==> src/rtl/waveform_pedestal_mean_rms_macros.svh <==
// Assertion macros shared by the pedestal mean / rms RTL.
`ifndef WAVEFORM_PEDESTAL_MEAN_RMS_MACROS_SVH
`define WAVEFORM_PEDESTAL_MEAN_RMS_MACROS_SVH
`ifndef SYNTH
// Condition holds at every clock edge out of reset
`define WPMR_ASSERT(lbl, cond) \
    lbl: assert property (@(posedge aclk) disable iff (!aresetn) (cond)) \
        else $error("wpmr assertion failed");
// Antecedent implies consequent in the same cycle
`define WPMR_ASSERT_IMP(lbl, ante, cons) \
    lbl: assert property (@(posedge aclk) disable iff (!aresetn) (ante) |-> (cons)) \
        else $error("wpmr assertion failed");
// Antecedent implies consequent in the next cycle
`define WPMR_ASSERT_NEXT(lbl, ante, cons) \
    lbl: assert property (@(posedge aclk) disable iff (!aresetn) (ante) |=> (cons)) \
        else $error("wpmr assertion failed");
`else
`define WPMR_ASSERT(lbl, cond)
`define WPMR_ASSERT_IMP(lbl, ante, cons)
`define WPMR_ASSERT_NEXT(lbl, ante, cons)
`endif
`endif

==> src/rtl/wpmr_pkg.sv <==
// Package: widths, window record and divider interface types for the pedestal block.
`default_nettype none
package wpmr_pkg;

    localparam int MAX_WINDOW = 64;
    localparam int WIN_W      = 7;
    localparam int SAMPLE_W   = 16;
    localparam int SQR_W      = 2 * SAMPLE_W;
    localparam int SUM_W      = 22;
    localparam int SQ_W       = 37;
    localparam int OUT_W      = 20;
    localparam int NUM_W      = 43;
    localparam int DEN_W      = 12;
    localparam int DIVD_W     = NUM_W + 8;
    localparam int ROOT_W     = 25;
    localparam int QV_W       = 2 * ROOT_W;
    localparam int SREM_W     = ROOT_W + 1;
    localparam int DSTEP_W    = $clog2(DIVD_W + 1);
    localparam int RSTEP_W    = $clog2(ROOT_W + 1);

    localparam logic [WIN_W-1:0] WIN_RESET = WIN_W'(8);
    localparam logic [WIN_W-1:0] WIN_MIN   = WIN_W'(2);
    localparam logic [WIN_W-1:0] WIN_MAX   = WIN_W'(MAX_WINDOW);

    // One closed window handed from front to back
    typedef struct packed {
        logic [WIN_W-1:0]        n;
        logic signed [SUM_W-1:0] sum;
        logic [SQ_W-1:0]         sumsq;
    } wpmr_win_t;

    // Divider request and status
    typedef struct packed {
        logic              start;
        logic [DIVD_W-1:0] dividend;
        logic [DEN_W-1:0]  divisor;
    } wpmr_div_req_t;

    typedef struct packed {
        logic busy;
        logic done;
    } wpmr_div_sts_t;

endpackage
`default_nettype wire

==> src/rtl/wpmr_front.sv <==
// Front end: window size register, sample accumulation and window close detection.
`default_nettype none
module wpmr_front (
    input  logic                            aclk,
    input  logic                            aresetn,
    input  logic                            cfg_wr_en,
    input  logic [wpmr_pkg::WIN_W-1:0]      cfg_wr_data,
    input  logic                            s_valid,
    output logic                            s_ready,
    input  logic signed [wpmr_pkg::SAMPLE_W-1:0] s_sample,
    input  logic                            s_waveform_start,
    output logic                            push,
    output wpmr_pkg::wpmr_win_t             win,
    input  logic                            q_full
);
    import wpmr_pkg::*;

    logic [WIN_W-1:0]        win_size_reg, win_size_next;
    logic [WIN_W-1:0]        cnt_reg, cnt_next;
    logic signed [SUM_W-1:0] sum_reg, sum_next;
    logic [SQ_W-1:0]         sq_reg, sq_next;
    logic                    done_reg, done_next;

    logic                    beat;
    logic                    active;
    logic                    close;
    logic [WIN_W-1:0]        eff_n;
    logic [WIN_W-1:0]        base_cnt, cnt_new;
    logic signed [SUM_W-1:0] base_sum, sum_new;
    logic [SQ_W-1:0]         base_sq, sq_new;
    logic signed [SQR_W-1:0] sample_sqr;

    // Stall only on a full queue
    assign s_ready = !q_full;
    assign beat    = s_valid && s_ready;

    // Effective window length, clamped
    always_comb begin
        if (win_size_reg < WIN_MIN) begin
            eff_n = WIN_MIN;
        end else if (win_size_reg > WIN_MAX) begin
            eff_n = WIN_MAX;
        end else begin
            eff_n = win_size_reg;
        end
    end

    // Accumulate; a start flag restarts from zero
    always_comb begin
        active     = s_waveform_start || !done_reg;
        base_cnt   = s_waveform_start ? '0 : cnt_reg;
        base_sum   = s_waveform_start ? '0 : sum_reg;
        base_sq    = s_waveform_start ? '0 : sq_reg;
        sample_sqr = SQR_W'(s_sample) * SQR_W'(s_sample);
        cnt_new    = WIN_W'(base_cnt + WIN_W'(1));
        sum_new    = base_sum + SUM_W'(s_sample);
        sq_new     = base_sq + {{(SQ_W-SQR_W){1'b0}}, sample_sqr};
        close      = active && (cnt_new >= eff_n);
    end

    assign push      = beat && close;
    assign win.n     = cnt_new;
    assign win.sum   = sum_new;
    assign win.sumsq = sq_new;

    // Next state
    always_comb begin
        win_size_next = cfg_wr_en ? cfg_wr_data : win_size_reg;
        cnt_next      = cnt_reg;
        sum_next      = sum_reg;
        sq_next       = sq_reg;
        done_next     = done_reg;
        if (beat && active) begin
            if (close) begin
                cnt_next  = '0;
                sum_next  = '0;
                sq_next   = '0;
                done_next = 1'b1;
            end else begin
                cnt_next  = cnt_new;
                sum_next  = sum_new;
                sq_next   = sq_new;
                done_next = 1'b0;
            end
        end
    end

    always_ff @(posedge aclk) begin
        if (!aresetn) begin
            win_size_reg <= WIN_RESET;
            cnt_reg      <= '0;
            sum_reg      <= '0;
            sq_reg       <= '0;
            done_reg     <= 1'b1;
        end else begin
            win_size_reg <= win_size_next;
            cnt_reg      <= cnt_next;
            sum_reg      <= sum_next;
            sq_reg       <= sq_next;
            done_reg     <= done_next;
        end
    end

endmodule
`default_nettype wire

==> src/rtl/wpmr_queue.sv <==
// Two-entry queue of closed windows between front and back.
`default_nettype none
`include "waveform_pedestal_mean_rms_macros.svh"
module wpmr_queue (
    input  logic                aclk,
    input  logic                aresetn,
    input  logic                push,
    input  wpmr_pkg::wpmr_win_t wr_data,
    output logic                full,
    input  logic                pop,
    output wpmr_pkg::wpmr_win_t rd_data,
    output logic                empty
);
    import wpmr_pkg::*;

    wpmr_win_t  ent_reg [2];
    logic       wr_ptr_reg, wr_ptr_next;
    logic       rd_ptr_reg, rd_ptr_next;
    logic [1:0] cnt_reg, cnt_next;

    assign full    = (cnt_reg == 2'd2);
    assign empty   = (cnt_reg == 2'd0);
    assign rd_data = ent_reg[rd_ptr_reg];

    // Pointer and fill update
    always_comb begin
        wr_ptr_next = push ? !wr_ptr_reg : wr_ptr_reg;
        rd_ptr_next = pop ? !rd_ptr_reg : rd_ptr_reg;
        cnt_next    = cnt_reg;
        if (push && !pop) begin
            cnt_next = 2'(cnt_reg + 2'd1);
        end else if (pop && !push) begin
            cnt_next = 2'(cnt_reg - 2'd1);
        end
    end

    always_ff @(posedge aclk) begin
        if (!aresetn) begin
            wr_ptr_reg <= 1'b0;
            rd_ptr_reg <= 1'b0;
            cnt_reg    <= '0;
        end else begin
            wr_ptr_reg <= wr_ptr_next;
            rd_ptr_reg <= rd_ptr_next;
            cnt_reg    <= cnt_next;
        end
    end

    // Storage, no reset
    always_ff @(posedge aclk) begin
        if (push) begin
            ent_reg[wr_ptr_reg] <= wr_data;
        end
    end

    `WPMR_ASSERT_IMP(a_no_push_full, push, !full)
    `WPMR_ASSERT_IMP(a_no_pop_empty, pop, !empty)
    `WPMR_ASSERT_NEXT(a_fill_up, aresetn && push && !pop, cnt_reg == 2'($past(cnt_reg) + 2'd1))

endmodule
`default_nettype wire

==> src/rtl/wpmr_div.sv <==
// Restoring serial divider, one quotient bit per cycle.
`default_nettype none
module wpmr_div (
    input  logic                          aclk,
    input  logic                          aresetn,
    input  wpmr_pkg::wpmr_div_req_t       req,
    output wpmr_pkg::wpmr_div_sts_t       sts,
    output logic [wpmr_pkg::DIVD_W-1:0]   quot,
    output logic [wpmr_pkg::DEN_W-1:0]    rem
);
    import wpmr_pkg::*;

    logic [DIVD_W-1:0]  q_reg, q_next;
    logic [DEN_W-1:0]   r_reg, r_next;
    logic [DEN_W-1:0]   d_reg, d_next;
    logic [DSTEP_W-1:0] step_reg, step_next;
    logic               busy_reg, busy_next;
    logic               done_reg, done_next;

    logic [DEN_W:0]     shifted;
    logic [DEN_W:0]     diff;
    logic               ge;

    // Trial subtraction of the divisor from the shifted remainder
    always_comb begin
        shifted = {r_reg, q_reg[DIVD_W-1]};
        diff    = shifted - {1'b0, d_reg};
        ge      = (shifted >= {1'b0, d_reg});
    end

    always_comb begin
        q_next    = q_reg;
        r_next    = r_reg;
        d_next    = d_reg;
        step_next = step_reg;
        busy_next = busy_reg;
        done_next = 1'b0;
        if (req.start) begin
            q_next    = req.dividend;
            r_next    = '0;
            d_next    = req.divisor;
            step_next = DSTEP_W'(DIVD_W);
            busy_next = 1'b1;
        end else if (busy_reg) begin
            q_next    = {q_reg[DIVD_W-2:0], ge};
            r_next    = ge ? diff[DEN_W-1:0] : shifted[DEN_W-1:0];
            step_next = DSTEP_W'(step_reg - DSTEP_W'(1));
            if (step_reg == DSTEP_W'(1)) begin
                busy_next = 1'b0;
                done_next = 1'b1;
            end
        end
    end

    always_ff @(posedge aclk) begin
        if (!aresetn) begin
            busy_reg <= 1'b0;
            done_reg <= 1'b0;
            step_reg <= '0;
        end else begin
            busy_reg <= busy_next;
            done_reg <= done_next;
            step_reg <= step_next;
        end
    end

    always_ff @(posedge aclk) begin
        q_reg <= q_next;
        r_reg <= r_next;
        d_reg <= d_next;
    end

    assign sts.busy = busy_reg;
    assign sts.done = done_reg;
    assign quot     = q_reg;
    assign rem      = r_reg;

endmodule
`default_nettype wire

==> src/rtl/wpmr_back.sv <==
// Back end: products, mean and variance divides, serial square root, result register.
`default_nettype none
`include "waveform_pedestal_mean_rms_macros.svh"
module wpmr_back (
    input  logic                           aclk,
    input  logic                           aresetn,
    input  logic                           q_empty,
    input  wpmr_pkg::wpmr_win_t            q_data,
    output logic                           q_pop,
    output logic                           m_valid,
    input  logic                           m_ready,
    output logic signed [wpmr_pkg::OUT_W-1:0] m_pedestal_q4,
    output logic [wpmr_pkg::OUT_W-1:0]     m_rms_q4
);
    import wpmr_pkg::*;

    typedef enum logic [3:0] {
        ST_IDLE,
        ST_MUL,
        ST_SUB,
        ST_WMEAN,
        ST_DVAR,
        ST_WVAR,
        ST_ROOT,
        ST_OUT
    } state_t;

    state_t                  state_reg, state_next;
    logic [WIN_W-1:0]        n_reg, n_next;
    logic                    neg_reg, neg_next;
    logic [SUM_W-1:0]        mag_reg, mag_next;
    logic [SQ_W-1:0]         sq_reg, sq_next;
    logic [NUM_W-1:0]        ns2_reg, ns2_next;
    logic [NUM_W-1:0]        ss_reg, ss_next;
    logic [DEN_W-1:0]        den_reg, den_next;
    logic [NUM_W-1:0]        num_reg, num_next;
    logic signed [OUT_W-1:0] mean_reg, mean_next;
    logic [QV_W-1:0]         qv_reg, qv_next;
    logic [ROOT_W-1:0]       root_reg, root_next;
    logic [SREM_W-1:0]       srem_reg, srem_next;
    logic [RSTEP_W-1:0]      rstep_reg, rstep_next;
    logic                    m_valid_reg, m_valid_next;
    logic signed [OUT_W-1:0] m_ped_reg, m_ped_next;
    logic [OUT_W-1:0]        m_rms_reg, m_rms_next;

    logic [WIN_W+SQ_W-1:0]   prod_ns2;
    logic [2*SUM_W-1:0]      prod_ss;
    logic [2*WIN_W-1:0]      prod_den;
    logic [OUT_W:0]          qmag;
    logic [OUT_W:0]          qsigned;
    logic [SREM_W+1:0]       srem_sh;
    logic [SREM_W+1:0]       trial;

    wpmr_div_req_t           div_req;
    wpmr_div_sts_t           div_sts;
    logic [DIVD_W-1:0]       div_quot;
    logic [DEN_W-1:0]        div_rem;

    wpmr_div u_div (
        .aclk    (aclk),
        .aresetn (aresetn),
        .req     (div_req),
        .sts     (div_sts),
        .quot    (div_quot),
        .rem     (div_rem)
    );

    // Products, one registered stage
    assign prod_ns2 = n_reg * sq_reg;
    assign prod_ss  = mag_reg * mag_reg;
    assign prod_den = n_reg * (n_reg - WIN_W'(1));

    // Floor of the mean: round magnitude up on a negative sum with remainder
    always_comb begin
        qmag    = (OUT_W+1)'(div_quot[OUT_W:0] + (OUT_W+1)'(neg_reg && (div_rem != '0)));
        qsigned = neg_reg ? (OUT_W+1)'(-qmag) : qmag;
    end

    // One root digit per cycle
    always_comb begin
        srem_sh = {srem_reg, qv_reg[QV_W-1:QV_W-2]};
        trial   = {1'b0, root_reg, 2'b01};
    end

    always_comb begin
        state_next   = state_reg;
        n_next       = n_reg;
        neg_next     = neg_reg;
        mag_next     = mag_reg;
        sq_next      = sq_reg;
        ns2_next     = ns2_reg;
        ss_next      = ss_reg;
        den_next     = den_reg;
        num_next     = num_reg;
        mean_next    = mean_reg;
        qv_next      = qv_reg;
        root_next    = root_reg;
        srem_next    = srem_reg;
        rstep_next   = rstep_reg;
        m_ped_next   = m_ped_reg;
        m_rms_next   = m_rms_reg;
        m_valid_next = m_valid_reg && !m_ready;
        q_pop        = 1'b0;
        div_req      = '0;

        case (state_reg)
            ST_IDLE: begin
                if (!q_empty) begin
                    q_pop      = 1'b1;
                    n_next     = q_data.n;
                    neg_next   = q_data.sum < 0;
                    mag_next   = q_data.sum < 0 ? SUM_W'(-q_data.sum) : SUM_W'(q_data.sum);
                    sq_next    = q_data.sumsq;
                    state_next = ST_MUL;
                end
            end
            ST_MUL: begin
                ns2_next   = prod_ns2[NUM_W-1:0];
                ss_next    = prod_ss[NUM_W-1:0];
                den_next   = prod_den[DEN_W-1:0];
                state_next = ST_SUB;
            end
            ST_SUB: begin
                num_next         = ns2_reg - ss_reg;
                div_req.start    = 1'b1;
                div_req.dividend = DIVD_W'({mag_reg, 4'b0000});
                div_req.divisor  = DEN_W'(n_reg);
                state_next       = ST_WMEAN;
            end
            ST_WMEAN: begin
                if (div_sts.done) begin
                    mean_next  = qsigned[OUT_W-1:0];
                    state_next = ST_DVAR;
                end
            end
            ST_DVAR: begin
                div_req.start    = 1'b1;
                div_req.dividend = {num_reg, 8'h00};
                div_req.divisor  = den_reg;
                state_next       = ST_WVAR;
            end
            ST_WVAR: begin
                if (div_sts.done) begin
                    qv_next    = div_quot[QV_W-1:0];
                    root_next  = '0;
                    srem_next  = '0;
                    rstep_next = RSTEP_W'(ROOT_W);
                    state_next = ST_ROOT;
                end
            end
            ST_ROOT: begin
                if (srem_sh >= trial) begin
                    srem_next = SREM_W'(srem_sh - trial);
                    root_next = {root_reg[ROOT_W-2:0], 1'b1};
                end else begin
                    srem_next = srem_sh[SREM_W-1:0];
                    root_next = {root_reg[ROOT_W-2:0], 1'b0};
                end
                qv_next    = {qv_reg[QV_W-3:0], 2'b00};
                rstep_next = RSTEP_W'(rstep_reg - RSTEP_W'(1));
                if (rstep_reg == RSTEP_W'(1)) begin
                    state_next = ST_OUT;
                end
            end
            ST_OUT: begin
                if (!m_valid_reg || m_ready) begin
                    m_valid_next = 1'b1;
                    m_ped_next   = mean_reg;
                    m_rms_next   = root_reg[OUT_W-1:0];
                    state_next   = ST_IDLE;
                end
            end
            default: begin
                state_next = ST_IDLE;
            end
        endcase
    end

    // State and registered outputs
    always_ff @(posedge aclk) begin
        if (!aresetn) begin
            state_reg   <= ST_IDLE;
            m_valid_reg <= 1'b0;
        end else begin
            state_reg   <= state_next;
            m_valid_reg <= m_valid_next;
        end
        n_reg     <= n_next;
        neg_reg   <= neg_next;
        mag_reg   <= mag_next;
        sq_reg    <= sq_next;
        ns2_reg   <= ns2_next;
        ss_reg    <= ss_next;
        den_reg   <= den_next;
        num_reg   <= num_next;
        mean_reg  <= mean_next;
        qv_reg    <= qv_next;
        root_reg  <= root_next;
        srem_reg  <= srem_next;
        rstep_reg <= rstep_next;
        m_ped_reg <= m_ped_next;
        m_rms_reg <= m_rms_next;
    end

    assign m_valid       = m_valid_reg;
    assign m_pedestal_q4 = m_ped_reg;
    assign m_rms_q4      = m_rms_reg;

    `WPMR_ASSERT_IMP(a_div_start_idle, div_req.start, !div_sts.busy)
    `WPMR_ASSERT_IMP(a_wait_has_div, state_reg == ST_WMEAN || state_reg == ST_WVAR, div_sts.busy || div_sts.done)
    `WPMR_ASSERT_IMP(a_pop_in_idle, q_pop, state_reg == ST_IDLE && !q_empty)

endmodule
`default_nettype wire

==> src/rtl/waveform_pedestal_mean_rms.sv <==
// Top level: pedestal mean and sample standard deviation over a waveform's leading samples.
//
// Input beats (s_valid/s_ready) carry one signed 16-bit sample and a start flag.
// A start flag opens a window; the first window_size samples (clamped to 2..64)
// are summed together with their squares, later samples of the waveform are dropped.
// When the window fills, one result beat (m_valid/m_ready) carries the floored
// Q4 mean and the floored Q4 sample standard deviation.
// The front end takes one sample per cycle. A closed window goes into a two-entry
// queue; the back end works on one window at a time, through two 51-step serial
// divides and a 25-step serial root. The front end stalls only while the queue
// is full.
// A stalled receiver holds the result register; the back end finishes the next window
// and waits, the queue then fills and s_ready drops.
// cfg_wr_en/cfg_wr_data write window_size; write only while idle.
// Synchronous active-low reset: window_size returns to 8, no window is open and
// no result is pending.
`default_nettype none
module waveform_pedestal_mean_rms (
    input  logic                                 aclk,
    input  logic                                 aresetn,
    input  logic                                 cfg_wr_en,
    input  logic [wpmr_pkg::WIN_W-1:0]           cfg_wr_data,
    input  logic                                 s_valid,
    output logic                                 s_ready,
    input  logic signed [wpmr_pkg::SAMPLE_W-1:0] s_sample,
    input  logic                                 s_waveform_start,
    output logic                                 m_valid,
    input  logic                                 m_ready,
    output logic signed [wpmr_pkg::OUT_W-1:0]    m_pedestal_q4,
    output logic [wpmr_pkg::OUT_W-1:0]           m_rms_q4
);
    import wpmr_pkg::*;

    wpmr_win_t push_win;
    wpmr_win_t pop_win;
    logic      push;
    logic      pop;
    logic      q_full;
    logic      q_empty;

    wpmr_front u_front (
        .aclk             (aclk),
        .aresetn          (aresetn),
        .cfg_wr_en        (cfg_wr_en),
        .cfg_wr_data      (cfg_wr_data),
        .s_valid          (s_valid),
        .s_ready          (s_ready),
        .s_sample         (s_sample),
        .s_waveform_start (s_waveform_start),
        .push             (push),
        .win              (push_win),
        .q_full           (q_full)
    );

    wpmr_queue u_queue (
        .aclk    (aclk),
        .aresetn (aresetn),
        .push    (push),
        .wr_data (push_win),
        .full    (q_full),
        .pop     (pop),
        .rd_data (pop_win),
        .empty   (q_empty)
    );

    wpmr_back u_back (
        .aclk          (aclk),
        .aresetn       (aresetn),
        .q_empty       (q_empty),
        .q_data        (pop_win),
        .q_pop         (pop),
        .m_valid       (m_valid),
        .m_ready       (m_ready),
        .m_pedestal_q4 (m_pedestal_q4),
        .m_rms_q4      (m_rms_q4)
    );

endmodule
`default_nettype wire
==> config.mk <==
export PLATFORM = sky130hd
export DESIGN_NAME = waveform_pedestal_mean_rms
export DESIGN_NICKNAME = d
export VERILOG_FILES = /design/src/rtl/wpmr_pkg.sv /design/src/rtl/wpmr_front.sv /design/src/rtl/wpmr_queue.sv /design/src/rtl/wpmr_div.sv /design/src/rtl/wpmr_back.sv /design/src/rtl/waveform_pedestal_mean_rms.sv
export VERILOG_INCLUDE_DIRS = /design/src /design/src/rtl
export SDC_FILE = /design/constraint.sdc
export NUM_CORES = 2
export LEC_CHECK = 0
export BUFFER_PORTS_ARGS = -buffer_cell sky130_fd_sc_hd__clkbuf_2
export CAP_MARGIN = 20
export CORE_AREA = 4 4 346 348
export CTS_CLUSTER_DIAMETER = 30
export DETAILED_ROUTE_END_ITERATION = 8
export DIE_AREA = 0 0 350 352
export PLACE_DENSITY_LB_ADDON = 0.1
export SLEW_MARGIN = 20
export SYNTH_ARGS = -nofsm -noshare
export SYNTH_HDL_FRONTEND = slang
export SYNTH_SLANG_ARGS = --single-unit
export TNS_END_PERCENT = 5
==> constraint.sdc <==
create_clock -name aclk -period 11.7 [get_ports aclk]
set_clock_uncertainty 0.15 [all_clocks]
set_input_delay 2.34 -clock aclk [delete_from_list [all_inputs] [get_ports aclk]]
set_output_delay 2.34 -clock aclk [all_outputs]
set_load 0.03 [all_outputs]
; Word level (Yosys, flattened, before mapping)
; Memories as Yosys holds them, arrays and structs flattened. A register that Yosys moved wholly into a read port is not among the register bits.
; Index checks and enable logic that the tools add are counted.
[classes]
mux = 47
n_reduce_logical = 31
n_eq_ne = 15
order_cmp = 6
n_mul = 4
n_bitwise = 3
addsub = 14
div = 0
n_shift = 0
[op_table]
columns = cell, count
row1 = 64-bit one-hot mux with 2 select lines, 1
row2 = 51-bit 2-to-1 mux, 2
row3 = 50-bit one-hot mux with 2 select lines, 1
row4 = 37-bit 2-to-1 mux, 2
row5 = 22-bit 2-to-1 mux, 3
row6 = 26-bit 2-to-1 mux, 2
row7 = 26-bit one-hot mux with 2 select lines, 1
row8 = 50-bit 2-to-1 mux, 1
row9 = 25-bit one-hot mux with 2 select lines, 1
row10 = 22-bit by 22-bit multiplier with 43-bit output, 1
row11 = 7-bit by 37-bit multiplier with 43-bit output, 1
row12 = 43-bit subtractor, 1
row13 = 37-bit by 32-bit adder with 37-bit output, 1
row14 = 16-bit by 16-bit multiplier with 32-bit output, 1
row15 = 4-bit one-hot mux with 8 select lines, 1
row16 = 28-bit by 27-bit >= comparator with 1-bit output, 1
row17 = 7-bit 2-to-1 mux, 4
row18 = 26-bit subtractor, 1
row19 = 25-bit 2-to-1 mux, 1
row20 = 22-bit by 16-bit adder with 22-bit output, 1
row21 = 22-bit by 1-bit less-than comparator with 1-bit output (second input constant), 1
row22 = 22-bit negator, 1
row23 = 20-bit by 1-bit adder with 20-bit output, 1
row24 = 20-bit 2-to-1 mux, 1
row25 = 40 further kinds, 88
[word_totals]
out_inout_bits = 42
regBits = 540
rom_bits = 0
mem_count = 1
inputBits = 29
latch_bits = 0
ram_bits = 132
word_cells = 153
[mem_list]
columns = name, words, width, read_ports, rd_ports_with_merged_regs, wr, line_no
row1 = u_queue.ent_reg, 2, 66, 1, 1, 1, wpmr_queue.sv:16  ; wpmr_win_t ent_reg [2];

; Longest topological paths before layout
[depth]
word_depth = 10
mapped_depth = 37
mapped_depth_nobuf = 35

; Modules after synthesis
; From an unflattened synthesis, not the netlist that was laid out.
[unflattened]
hier_cells = 6448
hier_area_um2 = 65122.5
[modules_own_cells]
columns = mod, area_each_um2, cells_each, seq_area_each_um2, instances
row1 = wpmr_back, 41268.3, 4179, 11250.8, 1
row2 = wpmr_front, 14700.3, 1721, 1481.4, 1
row3 = wpmr_queue, 4988.5, 227, 4063.9, 1
row4 = wpmr_div, 4165.2, 321, 2292.2, 1

; Least setup slack after synthesis
; No wires, ideal clock.
[synth_timing]
kind = input -> register
start = in s_sample[8] in the netlist's numbering
end = reg u_front.sq_reg[35]
setup_time_ns = 0.062
stages = 32
arrival_ns = 9.959
required_time_ns = 11.488
path_buffers = 2
path_slack_ns = 1.529
path_cell_list = clkbuf_1 -> nand2_1 -> fa_1 -> fa_1 -> fa_1 -> fa_1 -> inv_1 -> fa_1 -> inv_1 -> fa_1 -> inv_1 -> ha_1 -> a21o_1 -> a21oi_1 -> nand2_1 -> o211a_1 -> a31oi_1 -> o21bai_1 -> a41oi_1 -> o21ai_0 -> xor2_1 -> ha_1 -> clkbuf_1 -> a21o_1 -> a21oi_1 -> nand3b_1 -> nor3_1 -> nor2_1 -> a41oi_1 -> o21bai_1 -> a2111o_1 -> nand3_1
[synth_between]
elab_chain_cells = 3
[synth_lines]
columns = element, line_no
row1 = "start, declared", waveform_pedestal_mean_rms.sv:25  ; input logic signed [wpmr_pkg::SAMPLE_W-1:0] s_sample,
row2 = 16-bit by 16-bit multiplier with 32-bit output, wpmr_front.sv:54  ; sample_sqr = SQR_W'(s_sample) * SQR_W'(s_sample);
row3 = 37-bit by 32-bit adder with 37-bit output, wpmr_front.sv:57  ; sq_new = base_sq + {{(SQ_W-SQR_W){1'b0}}, sample_sqr};
row4 = 37-bit 2-to-1 mux, wpmr_front.sv:74  ; if (close) begin
row5 = "end signal, assigned", wpmr_front.sv:99  ; sq_reg <= sq_next;
row6 = "end, declared", wpmr_front.sv:21  ; logic [SQ_W-1:0] sq_reg, sq_next;
; No other way between the ends.
; A chain may end at the register's enable or synchronous reset.

; Final worst setup path
[layout_timing]
start = in s_sample[1] in the netlist's numbering
end = reg u_front.sq_reg[35]
; Same word-level chain as after synthesis.

==> results.py <==
metrics = {
    "status": {
        "outcome": "completed",
    },
    "sta": {
        "setup_tns_ns": 0,
        "timing.hold.ws_ns": 0.265,
        "rsz0062_at_grt": "no",
        "fin_crit_ns": 10.45,
        "setup_violations": 0,
        "finalHoldViolCount": 0,
        "post-route-period-util_pct": 89.3,
        "worst_pin_slew_ns": 1.01,
        "fmaxAchievable_mhz": 95.7,
        "drv_slew": 0,
        "relSlewSlack_pct": 32.8,
    },
    "yosys": {
        "synth_area_um2": 63600,
        "synth.top_cell.area_share_pct": 26.8,
        "syn_area_per_cell_um2": 10.2,
        "synth_seq_area_share_pct": 30.0,
        "yosysTopAreaCell": "edfxtp_1",
        "syn_inst": 6250,
        "ys_ff_latch": 670,
        "async_flop_share_pct": 0,
        "synth_ff_type": "edfxtp_1",
        "synth-edff-count": 567,
        "ys_types": 92,
        "synth_warnings": 0,
        "yosys-top-cells-area": "edfxtp_1 27%, fa_1 25%, ha_1 9.4%",
    },
    "placement": {
        "hpwl_um": 111000,
        "place_area_um2": 65600,
        "gp_congestion": 0.925,
        "port_buffers": 70,
        "dp_cells": 7702,
    },
    "worst_setup_path": {
        "criticalPathCategory": "input port to register",
        "worstPathArrival_ns": 10.96,
        "max_stage_delay_ns": 0.57,
        "end_kind": "register",
        "crit_required_ns": 12.21,
        "crit_fanout": 16,
        "cp-start-kind": "input port",
        "cpMaxStageDelayCell": "fa_1",
        "cpMostUsedCell": "fa_1",
    },
    "floorplan": {
        "fp.dieW_um": 350,
        "dieArea_um2": 123000,
        "rows": 125,
        "io_pins": 71,
        "coreArea_um2": 116000,
        "die_h_um": 352,
        "start_util_pct": 54.8,
    },
    "cells_and_area": {
        "layout.cells.non_filler": 7979,
        "final_cell_area_um2": 70700,
        "multi_input_area_um2": 39700,
        "largest_reg_flops": 132,
        "drive_gt1_share_pct": 7.53,
        "fin_nets": 7628,
        "syn_to_final_growth_pct": 11.2,
        "n_antenna_cell": 0,
        "regArea_um2": 19100,
        "fillers": 9709,
    },
    "route": {
        "dr.pass1.iters": 6,
        "ant_nets": 0,
        "viasPerCell": 5.40,
        "via_count": 43100,
        "totalWireLength_um": 145000,
        "first_iter_violations": 2592,
        "drc": 0,
        "avgRoutedWirePerCell_um": 18.2,
    },
    "cts": {
        "clockBufferDepth": 3,
        "holdBufCountCts": 0,
        "h-tree-depth": 4,
        "clock-sinks": 670,
        "numCtsBuffers": 149,
        "clk_pin_slew_ns": 0.05,
        "clock_latency_ns": 0.75,
        "cts_root_buf": "clkbuf_16",
        "cts_resized": 0,
        "cts_tree": "yes",
        "post-cts-setup-buffer-count": 0,
    },
    "global_routing": {
        "grt_max_degree": 75,
        "grt_overflow": 0,
        "antenna_found_initial": 4,
        "first_global_vias": 45200,
        "gr-usage-all-layers_pct": 24.2,
        "grt_pass1_wl_um": 239000,
    },
    "flow_run": {
        "maxCapViolCount": 0,
    },
    "min_path": {
        "min_path_type": "register to register",
    },
}
==> cells in the mapped netlist (28+ instances only) <==
master,count
edfxtp_1,567
xnor2_1,242
clkbuf_1,177
a21o_1,119
o21ai_0,117
mux2i_1,52
and3_1,28
nor2_1,261
o21ai_1,44
xor2_1,102
fa_1,792
nor2b_1,134
a21oi_1,236
nor3_1,41
inv_1,1092
a21boi_0,38
a22o_1,51
and2_1,231
nand2b_1,72
ha_1,478
mux2_2,49
dfxtp_1,103
nand3_1,91
o21bai_1,41
nand2_1,745
a22oi_1,36
o21a_1,32
==> worst paths after layout <==
path	slack (ns)	start	cells after the start	end
min	0.27	u_back.mean_reg[14]	0	u_back.m_pedestal_q4[14]
max	1.25	s_sample[1]	33	u_front.sq_reg[35]
min reg2reg	0.27	u_back.mean_reg[14]	0	u_back.m_pedestal_q4[14]
max reg2reg	3.34	u_back.mag_reg[2]	25	u_back.ss_reg[42]
==> layout make-up <==
type | instances | share of cell area [%]
multi-input cells | 4284 | 56.1
well taps | 1524 | 2.70
repair buffers | 126 | 1.12
clock buffers | 162 | 5.40
flip-flops and latches | 670 | 27.0
clock inverters | 115 | 1.86
inverters | 1098 | 5.83
==> metrics by stage <==
stage / setup slack [ns] / utilization [%]
floorplan: 1.53 / -
global placement: 0.731 / 56.4
CTS: 1.35 / 60.9
detailed placement: 0.601 / 56.5
global route: 0.644 / 60.9
finish: 1.25 / 60.9
==> cells by family (layout without fill, tap and decap cells) <==
group	after synthesis	count (layout)	synth area share, %
AOI/OAI and AO/OA	856	856	8.83
xor gates and xnor gates	344	344	4.73
adders and majority gates	1270	1270	34.3
buffers and inverters	1304	1501	7.77
DFF	670	670	30.0
muxes	101	101	1.68
other	2	10	0.0118
and+or+nand+nor	1703	1703	12.7
==> cell usage in the layout (no fill, tap or decap), types with 44 or more instances in the layout <==
master     netlist  layout
dfxtp_1        103     101
nand2b_1        72      72
a22o_1          51      51
nor2b_1        134     132
edfxtp_1       567     567
a21o_1         119     119
clkbuf_2         0      70
nand2_1        745     744
mux2i_1         52      52
a21oi_1        236     235
and2_1         231     228
buf_4            0      55
mux2_2          49      49
nor2_1         261     260
xor2_1         102     102
xnor2_1        242     242
nand3_1         91      90
clkbuf_16        0     149
ha_1           478     478
fa_1           792     792
o21ai_0        117     117
inv_1         1092    1091
o21ai_1         44      44
==> per-layer routing <==
metal  track usage [%]  routed length, µm
met5                 0                  0
met4              6.02               2910
met3              3.69               6700
met2              41.1              71500
met1              32.9              64400
==> worst max-delay path: cells and delay by family <==
family / cells / cell delay (ns)
and+or+nand+nor: 5 / 0.74
adders and majority gates: 8 / 3.81
AOI/OAI and AO/OA: 13 / 3.27
buffers and inverters: 6 / 0.65
xor gates and xnor gates: 1 / 0.16
Power is not shown: default switching activity piles up to over one toggle a cycle in this logic, so the estimate is an artifact.
